<file path="src/rtl/csra_pkg.sv">
// Package for the contiguous slot run allocator.
// Holds command codes, field widths and the map write struct; no dependencies.
package csra_pkg;

	localparam int SLOTS_DEF = 32;
	localparam int LEN_W     = 6;
	localparam int START_W   = 5;
	// start + length tops out at 31 + 63, so 7 bits hold any pointer value
	localparam int PTR_W     = 7;

	localparam logic CMD_ALLOC = 1'b0;
	localparam logic CMD_FREE  = 1'b1;

	typedef struct packed {
		logic en;
		logic data;
	} map_wr_t;

endpackage

</file>
<file path="src/rtl/csra_map.sv">
// Free map register file for the slot run allocator: one bit per slot.
// One bit written and one bit read per cycle. Depends on csra_pkg.
module csra_map import csra_pkg::*; #(
	parameter int SLOTS = SLOTS_DEF,
	parameter int IW    = (SLOTS > 1) ? $clog2(SLOTS) : 1
) (
	input  logic          clk,
	input  logic          arst_n,
	input  map_wr_t       wr,
	input  logic [IW-1:0] widx,
	input  logic [IW-1:0] ridx,
	output logic          rbit
);

	logic [SLOTS-1:0] map_q;

	always_ff @(posedge clk or negedge arst_n) begin
		if (!arst_n) begin
			map_q <= '1;
		end else if (wr.en) begin
			map_q[widx] <= wr.data;
		end
	end

	assign rbit = map_q[ridx];

endmodule

</file>
<file path="src/rtl/contiguous_slot_run_allocator.sv">
// Contiguous slot run allocator: first-fit search over a free map of slots.
// An allocate item scans the map one slot per cycle from slot 0, counting
// consecutive free slots; on a fit it goes back to the run's first slot and
// clears the run one slot per cycle. An allocate scans at most SLOTS slots and
// marks run_length; a free sets min(run_length, SLOTS - start_slot) slots free.
// The single-bit map port sets this one-slot pace. One item is in work
// at a time; the result register lets the next item in while a result waits.
module contiguous_slot_run_allocator import csra_pkg::*; #(
	parameter int SLOTS = SLOTS_DEF
) (
	input  logic               clk,
	input  logic               arst_n,
	input  logic               in_valid,
	output logic               in_stall,
	input  logic               cmd,
	input  logic [LEN_W-1:0]   run_length,
	input  logic [START_W-1:0] start_slot,
	output logic               out_valid,
	input  logic               out_stall,
	output logic               granted,
	output logic [START_W-1:0] slot
);

	localparam int IW = (SLOTS > 1) ? $clog2(SLOTS) : 1;
	localparam logic [PTR_W-1:0] SLOTS_P = PTR_W'(SLOTS);
	localparam logic [PTR_W-1:0] LAST_P  = PTR_W'(SLOTS - 1);

	typedef enum logic [2:0] {
		ST_IDLE,
		ST_SCAN,
		ST_MARK,
		ST_FREE,
		ST_DONE
	} state_t;

	state_t             state_q;
	logic [PTR_W-1:0]   ptr_q;
	logic [LEN_W-1:0]   len_q;
	logic [LEN_W-1:0]   run_q;
	logic [LEN_W-1:0]   cnt_q;
	logic               res_grant_q;
	logic [START_W-1:0] res_slot_q;
	logic               out_valid_q;
	logic               granted_q;
	logic [START_W-1:0] slot_q;

	map_wr_t            wr;
	logic               rbit;
	logic [LEN_W-1:0]   run_next;
	logic [PTR_W-1:0]   first;
	logic               in_acc;
	logic               out_free;

	assign in_stall = (state_q != ST_IDLE);
	assign in_acc   = in_valid && !in_stall;
	assign out_free = !out_valid_q || !out_stall;

	assign run_next = rbit ? LEN_W'(run_q + LEN_W'(1)) : '0;
	assign first    = PTR_W'(ptr_q + PTR_W'(1) - PTR_W'(len_q));

	always_comb begin
		wr.en   = 1'b0;
		wr.data = 1'b0;
		case (state_q)
			ST_MARK: begin
				wr.en   = 1'b1;
				wr.data = 1'b0;
			end
			ST_FREE: begin
				wr.en   = (cnt_q != '0) && (ptr_q < SLOTS_P);
				wr.data = 1'b1;
			end
			default: begin
				wr.en   = 1'b0;
				wr.data = 1'b0;
			end
		endcase
	end

	csra_map #(.SLOTS(SLOTS), .IW(IW)) u_map (
		.clk    (clk),
		.arst_n (arst_n),
		.wr     (wr),
		.widx   (ptr_q[IW-1:0]),
		.ridx   (ptr_q[IW-1:0]),
		.rbit   (rbit)
	);

	always_ff @(posedge clk or negedge arst_n) begin
		if (!arst_n) begin
			state_q     <= ST_IDLE;
			out_valid_q <= 1'b0;
			ptr_q       <= '0;
			len_q       <= '0;
			run_q       <= '0;
			cnt_q       <= '0;
			res_grant_q <= 1'b0;
			res_slot_q  <= '0;
			granted_q   <= 1'b0;
			slot_q      <= '0;
		end else begin
			if (state_q == ST_DONE && out_free) begin
				out_valid_q <= 1'b1;
			end else if (out_valid_q && !out_stall) begin
				out_valid_q <= 1'b0;
			end
			case (state_q)
				ST_IDLE: begin
					if (in_acc) begin
						len_q       <= run_length;
						cnt_q       <= run_length;
						run_q       <= '0;
						res_grant_q <= 1'b0;
						res_slot_q  <= '0;
						if (cmd == CMD_FREE) begin
							ptr_q   <= PTR_W'(start_slot);
							state_q <= ST_FREE;
						end else if (run_length == '0 ||
							PTR_W'(run_length) > SLOTS_P) begin
							state_q <= ST_DONE;
						end else begin
							ptr_q   <= '0;
							state_q <= ST_SCAN;
						end
					end
				end
				ST_SCAN: begin
					run_q <= run_next;
					if (run_next == len_q) begin
						ptr_q       <= first;
						res_grant_q <= 1'b1;
						res_slot_q  <= first[START_W-1:0];
						state_q     <= ST_MARK;
					end else if (ptr_q == LAST_P) begin
						state_q <= ST_DONE;
					end else begin
						ptr_q <= PTR_W'(ptr_q + PTR_W'(1));
					end
				end
				ST_MARK: begin
					ptr_q <= PTR_W'(ptr_q + PTR_W'(1));
					cnt_q <= LEN_W'(cnt_q - LEN_W'(1));
					if (cnt_q == LEN_W'(1)) begin
						state_q <= ST_DONE;
					end
				end
				ST_FREE: begin
					if (cnt_q == '0 || ptr_q >= SLOTS_P) begin
						res_grant_q <= 1'b1;
						state_q     <= ST_DONE;
					end else begin
						ptr_q <= PTR_W'(ptr_q + PTR_W'(1));
						cnt_q <= LEN_W'(cnt_q - LEN_W'(1));
					end
				end
				ST_DONE: begin
					// hold the result until the output register can take it
					if (out_free) begin
						granted_q   <= res_grant_q;
						slot_q      <= res_slot_q;
						state_q     <= ST_IDLE;
					end
				end
				default: begin
					state_q <= ST_IDLE;
				end
			endcase
		end
	end

	assign out_valid = out_valid_q;
	assign granted   = granted_q;
	assign slot      = slot_q;

	a_scan_in_range: assert property (@(posedge clk) disable iff (!arst_n)
		(state_q == ST_SCAN || state_q == ST_MARK) |-> (ptr_q < SLOTS_P))
		else $error("map pointer out of range during scan or mark");

	a_mark_count: assert property (@(posedge clk) disable iff (!arst_n)
		(state_q == ST_MARK) |-> (cnt_q != '0))
		else $error("mark pass entered with zero remaining slots");

	a_no_grant_slot: assert property (@(posedge clk) disable iff (!arst_n)
		(out_valid_q && !granted_q) |-> (slot_q == '0))
		else $error("refused item carries a nonzero slot");

	a_write_states: assert property (@(posedge clk) disable iff (!arst_n)
		wr.en |-> (state_q == ST_MARK || state_q == ST_FREE))
		else $error("map written outside mark or free pass");

	a_scan_run_bound: assert property (@(posedge clk) disable iff (!arst_n)
		(state_q == ST_SCAN) |-> (run_q < len_q))
		else $error("run count reached length without a grant");

endmodule
</file>
<file path="config.mk">
export PLATFORM = sky130hd
export DESIGN_NAME = contiguous_slot_run_allocator
export DESIGN_NICKNAME = d
export VERILOG_FILES = /design/src/rtl/csra_pkg.sv /design/src/rtl/csra_map.sv /design/src/rtl/contiguous_slot_run_allocator.sv
export SDC_FILE = /design/constraint.sdc
export NUM_CORES = 1
export LEC_CHECK = 0
export BUFFER_PORTS_ARGS = -buffer_cell sky130_fd_sc_hd__buf_2
export CELL_PAD_IN_SITES_DETAIL_PLACEMENT = 1
export CELL_PAD_IN_SITES_GLOBAL_PLACEMENT = 1
export CORE_MARGIN = 3
export CORE_UTILIZATION = 48
export DETAILED_ROUTE_END_ITERATION = 7
export GPL_TIMING_DRIVEN = 0
export PLACE_DENSITY = 0.91
export RECOVER_POWER = 100
export SETUP_SLACK_MARGIN = 0.2
export SKIP_CTS_REPAIR_TIMING = 1
export SLEW_MARGIN = 5
export SYNTH_ARGS = -nofsm -noshare
export SYNTH_HDL_FRONTEND = slang
export SYNTH_HIERARCHICAL = 1
export SYNTH_SLANG_ARGS = --single-unit
</file>
<file path="constraint.sdc">
create_clock -name clk -period 4.7 [get_ports clk]
set_input_delay 0.94 -clock clk [delete_from_list [all_inputs] [get_ports clk]]
set_output_delay 0.94 -clock clk [all_outputs]
set_load 0.01 [all_outputs]
</file>
======== Word-level counts from Yosys, hierarchy flattened ========
Cells that the tools add are included.
word-level totals
  bits in registers ....................... 73
  latch bits .............................. 0
  RAM bits ................................ 0
  memory bits (read-only) ................. 0
  bits of input ports ..................... 16
  output and inout port bits .............. 8
  word-level logic and storage cells ...... 102
  memories kept ........................... 0
cells by class
  add/subtract/negate cells ............... 4
  $mul .................................... 0
  div/mod/pow operators ................... 0
  magnitude comparators ................... 5
  equality and inequality tests ........... 16
  shift operators ......................... 0
  muxes and demuxes ....................... 37
  bitwise operators ....................... 0
  reduce and logical (&&, ||, !) cells .... 29
operator list
  operator             count
  $mux 7               6
  $bwmux 32            1
  $pmux 7 s4           1
  $mux 3               8
  $mux 6               4
  $pmux 6 s3           1
  $pmux 3 s5           1
  $logic_not 6->1      2
  $ne 2x2->1 const B   6
  $pmux 6 s2           1
  $mux 5               2
  $pmux 5 s2           1
  $reduce_and 5->1     2
  $ne 3x3->1 const B   3
  $reduce_bool 3->1    3
  $add 7x1->7 const B  1
  $eq 7x5->1 const B   1
  $ge 7x6->1 const B   1
  $lt 7x6->1 const B   1
  $mux 1               7
  $sub 7x6->7          1
  $add 6x1->6 const B  1
  $eq 3x2->1 const B   2
  $eq 6x1->1 const B   1
  21 further kinds     33

======== Longest topological paths before layout ========
  depth in word-level cells ............... 6
  depth in mapped cells ................... 16
  gate-level depth less buffers ........... 12

======== Hierarchy ========
Netlist, hierarchy kept.
modules (own cells, without submodules)
  module                         instances  cells each  area an instance (um^2)  seq. area each (um^2)
  contiguous_slot_run_allocator  1          292         2643.8                   1026.0
  csra_map                       1          157         1785.5                   840.8

======== Least setup slack after synthesis ========
No wires, ideal clock.
  kind .................................... reg2reg
  start point ............................. reg ptr_q[1]
  end point ............................... reg ptr_q[4]
  setup time .............................. 0.121 ns
  arrival time ............................ 3.193 ns
  required time ........................... 4.579 ns
  slack ................................... 1.386 ns
  stages on the path, launching flop included .. 17
  buffers on the path ..................... 4
  clock period less this slack ............ 3.314 ns
  path through ............................ dfrtp_1 -> buf_6 -> buf_12 -> mux2i_1 -> a22oi_1 -> nand3_1 -> nand2_1 -> a311o_1 -> buf_2 -> nand3_1 -> nor2_1 -> o32ai_1 -> o41ai_4 -> o211ai_2 -> buf_2 -> nor2_1 -> a22o_1
between the ends
  cells in the longest elaborated chain, start to end .. 6
  elaborated cells on any way between the ends .. 16
  those cells by class .................... add/sub (2); order compare (1); eq/ne (4); mux (7); reduce/logical (2)
ends and longest elaborated chain
  item                                                      line                                  source
  start: declaration                                        contiguous_slot_run_allocator.sv:37   logic [PTR_W-1:0] ptr_q;
  start signal: assignment                                  contiguous_slot_run_allocator.sv:116  ptr_q <= PTR_W'(start_slot);
  start signal: assignment                                  contiguous_slot_run_allocator.sv:130  ptr_q <= first;
  start signal: assignment                                  contiguous_slot_run_allocator.sv:137  ptr_q <= PTR_W'(ptr_q + PTR_W'(1));
  $bmux 1 s5 *                                              csra_map.sv:25                        assign rbit = map_q[ridx];
  $mux 1 (implied by the code) *                            csra_map.sv:25
  named net rbit                                            contiguous_slot_run_allocator.sv:48   logic rbit;
  $mux 6 *                                                  contiguous_slot_run_allocator.sv:58   assign run_next = rbit ? LEN_W'(run_q + LEN_W'(1)) : '0;
  $eq 6x6->1 *                                              contiguous_slot_run_allocator.sv:129  if (run_next == len_q) begin
  $ne 3x3->1 (no line) or $mux 7 (tied branches)            --
  $reduce_and 5->1 (no line) or $pmux 7 s4 (tied branches)  --
Mark *: on every way through the listed nets, which the timed path passes. The rest lies on a longest branch. The select of a mux whose other input is x is not followed.
A chain may end at the register's enable or synchronous reset.

======== Worst setup path after layout ========
Ends and elaborated chain as after synthesis.

==> flow_metrics.py <==
metrics = {
    "synthesis": {
        "async_reset_ff_share_pct": 100.0,
        "synth_flop_cell": "dfrtp_1",
        "synthCells": 449,
        "yosysWarnings": 6,
        "netlist.area_leader.share_pct": 23.16,
        "netlist_area_um2": 4429,
        "avgSynthCellArea_um2": 9.865,
        "yosysSeqAreaShare_pct": 42.15,
        "ys_types": 64,
        "synth-edff-count": 0,
        "syn-num-nets": 478,
        "synth_most_common_cell": "nand2_1",
        "synth_area_leader_cell": "dfrtp_1",
        "synth_area_leaders": "dfrtp_1 (23%), dfstp_2 (19%), mux2_2 (6.1%)",
        "synth_commonest_cells": "nand2_1 (62), dfrtp_1 (41), nor2_1 (40)",
        "synth-seq-cells": 73,
    },
    "sta": {
        "tns_ns": 0,
        "final-max-slew-violation-count": 76,
        "worst_pin_slew_ns": 2.112,
        "slew_headroom_pct": -40.82,
        "fmax_mhz": 236.9,
        "rsz0062_at_grt": "no",
        "fin_crit_ns": 4.221,
        "setup_viol": 0,
        "min_period_over_period_pct": 89.82,
        "finalHoldViolCount": 0,
        "finClkSkew_ns": 0.01029,
    },
    "place": {
        "dp_hpwl_um": 8345,
        "placed_cells": 581,
        "globalplace.congestion": 0.8623,
        "io_buffer_count": 23,
    },
    "pwr": {
        "total_power_mw": 3.045,
        "pwr-share-seq_pct": 34.4,
        "p_clk_share_pct": 18.5,
        "comb_power_share_pct": 47.1,
        "p_leak_nw": 2.044,
        "peakVddDrop_mv": 0.3874,
        "p_int_mw": 1.729,
        "power_switching_share_pct": 43.22,
        "p_sw_mw": 1.316,
        "power.density_nw_per_um2": 622.1,
    },
    "clock_tree": {
        "cts-htree-levels": 3,
        "numCtsBuffers": 9,
        "clock_sinks": 73,
        "clk_pin_slew_ns": 0.08,
        "clk_path_buf_depth": 2,
        "clk_latency_ns": 0.35,
        "cts-root-buf": "clkbuf_8",
        "cts_tree": "yes",
    },
    "setup_path": {
        "slowest_stage": "o32ai_1",
        "endpoint_kind": "flop",
        "critPathKind": "reg -> reg",
        "cp.arrival_ns": 4.46,
        "cp-start-kind": "flop",
        "path_depth": 16,
        "crit_required_ns": 4.94,
        "reg2reg_depth": 16,
        "reg2reg_slack_ns": 0.48,
        "worst-path-buf-inv": 4,
        "path_max_fanout": 12,
        "max_stage_delay_ns": 0.64,
        "path_cells": "buf_6 > buf_12 > mux2i_1 > a21oi_1 > nand3_1 > nand2_1 > a311o_1 > buf_2 > nand3_1 > nor2_1 > o32ai_1 > o41ai_4 > o211ai_1 > buf_2 > nor2_1 > a22o_1",
        "cp_top_family": "compound AO/OA/AOI/OAI gates",
    },
    "drt": {
        "drc_errors": 0,
        "dr.pass1.iters": 5,
        "wirelength_um": 11500,
        "dr.first_iter.drc_count": 127,
        "viasPerCell": 5.940,
        "vias": 3546,
        "antenna_left": 0,
        "wl_per_cell_um": 19.26,
    },
    "die": {
        "ios": 24,
        "dieArea_um2": 10420,
        "start_util_pct": 50.06,
        "core_um2": 8848,
        "die_x_um": 102.1,
        "die_y_um": 102.1,
        "row_count": 34,
    },
    "grt": {
        "grt_pass1_wl_um": 18890,
        "antenna_found_initial": 0,
        "grt_max_degree": 42,
        "grt_usage_pct": 23.20,
        "grt_overflow": 0,
        "first_global_vias": 3879,
    },
    "outcome": {
        "violations": "capacitance limit, slew limit",
        "status": "finished, violations left",
    },
    "cells_and_area": {
        "fin_cells": 597,
        "nNetsFinal": 513,
        "diodes": 0,
        "final_core_utilization_pct": 55.32,
        "synthToLayoutAreaGrowth_pct": 10.51,
        "final_layout_size_suffix_gt1_share_pct": 22.09,
    },
    "job": {
        "drv_cap": 2,
    },
    "min_path": {
        "hp-class": "reg -> reg",
        "holdPathStages": 1,
    },
}
==> layout by cell type, fill, tap and decap left out, drive strengths merged, types with 6 or more instances in the layout <==
cell type	n
nand2b	6
buf	19
a22oi	6
mux2i	18
nand2	63
xnor2	6
inv	23
clkbuf	30
dfstp	32
nand3	20
o21ai	27
a211oi	6
nor3	7
ha	12
mux2	40
nor2	40
xor2	7
dfrtp	41
a21oi	14
==> flip-flops by register name (all words and copies together) (netlist names), 3 cells and up <==
signal,cells
res_slot_q,5
state_q,3
u_map/map_q,32
len_q,6
slot,5
run_q,6
ptr_q,7
cnt_q,6
==> power groups by stage <==
stage          combinational [mW]  clock [mW]  sequential, mW
5_1_grt                      1.60       0.605            1.08
6_report                     1.43       0.563            1.05
3_5_place_dp                 1.42           0            1.05
2_1_floorplan                1.06           0            1.00
3_3_place_gp                 1.35           0            1.03
4_1_cts                      1.46       0.576            1.04
==> worst paths after layout <==
check | to | start
max reg2reg | ptr_q[4]$_DFFE_PN0P_ | ptr_q[1]$_DFFE_PN0P_
max in group asynchronous | res_slot_q[1]$_DFFE_PN0P_ | arst_n
max | ptr_q[4]$_DFFE_PN0P_ | ptr_q[1]$_DFFE_PN0P_
min in group asynchronous | len_q[2]$_DFFE_PN0P_ | arst_n
min | res_grant_q$_DFFE_PN0P_ | res_grant_q$_DFFE_PN0P_
min reg2reg | res_grant_q$_DFFE_PN0P_ | res_grant_q$_DFFE_PN0P_
==> layout make-up <==
| type | instances | area (um^2) |
|---|---|---|
| Clock buffer | 13 | 191.4 |
| Sequential cell | 73 | 1867 |
| Tap cell | 108 | 135.1 |
| Buffer | 12 | 78.83 |
| Inverter | 23 | 86.33 |
| Timing Repair Buffer | 24 | 107.6 |
| Multi-Input combinational cell | 341 | 2385 |
| Clock inverter | 3 | 43.79 |
| Fill cell | 1017 | 3954 |
==> cell families (layout without fill, tap and decap cells) <==
kind of cell	Yosys count	count (layout)	share of synthesized area, %
XOR/XNOR	13	13	2.571
multiplexers	58	58	14.24
AO/OA/AOI/OAI	85	85	13.62
flip-flops	73	73	42.15
buffers and inverters	35	75	3.757
AND/OR/NAND/NOR	172	172	19.83
adder cells (fa/ha/maj)	13	13	3.842
==> metrics by stage <==
step	hold slack [ns]	cell area, um^2	setup WS (ns)
finish	0.4931	4895	0.4786
global route	0.5213	4895	0.1955
CTS	0.4935	4937	0.6006
detailed placement	0.4788	4702	0.6616
global placement	0.4713	4679	0.8001
floorplan	0.4488	4429	1.386
==> worst reg2reg max path, cell delays in order, from the launching register on <==
cell	delay (ns)
dfrtp_1	0.62
buf_6	0.24
buf_12	0.16
mux2i_1	0.25
a21oi_1	0.10
nand3_1	0.10
nand2_1	0.06
a311o_1	0.39
buf_2	0.24
nand3_1	0.11
nor2_1	0.05
o32ai_1	0.64
o41ai_4	0.20
o211ai_1	0.38
buf_2	0.30
nor2_1	0.08
a22o_1	0.19
==> metal layers <==
metal / GRT usage, % / part of all wire (%) / vias to the layer above
met3: 3.959 / 2.7 / 15
met5: 0 / 0 / -
met1: 27.31 / 42 / 1803
li1: - / - / 1671
met4: 8.274 / 1.7 / 0
met2: 42.33 / 54 / 57
No activity file was read; power rests on OpenSTA's default activity.
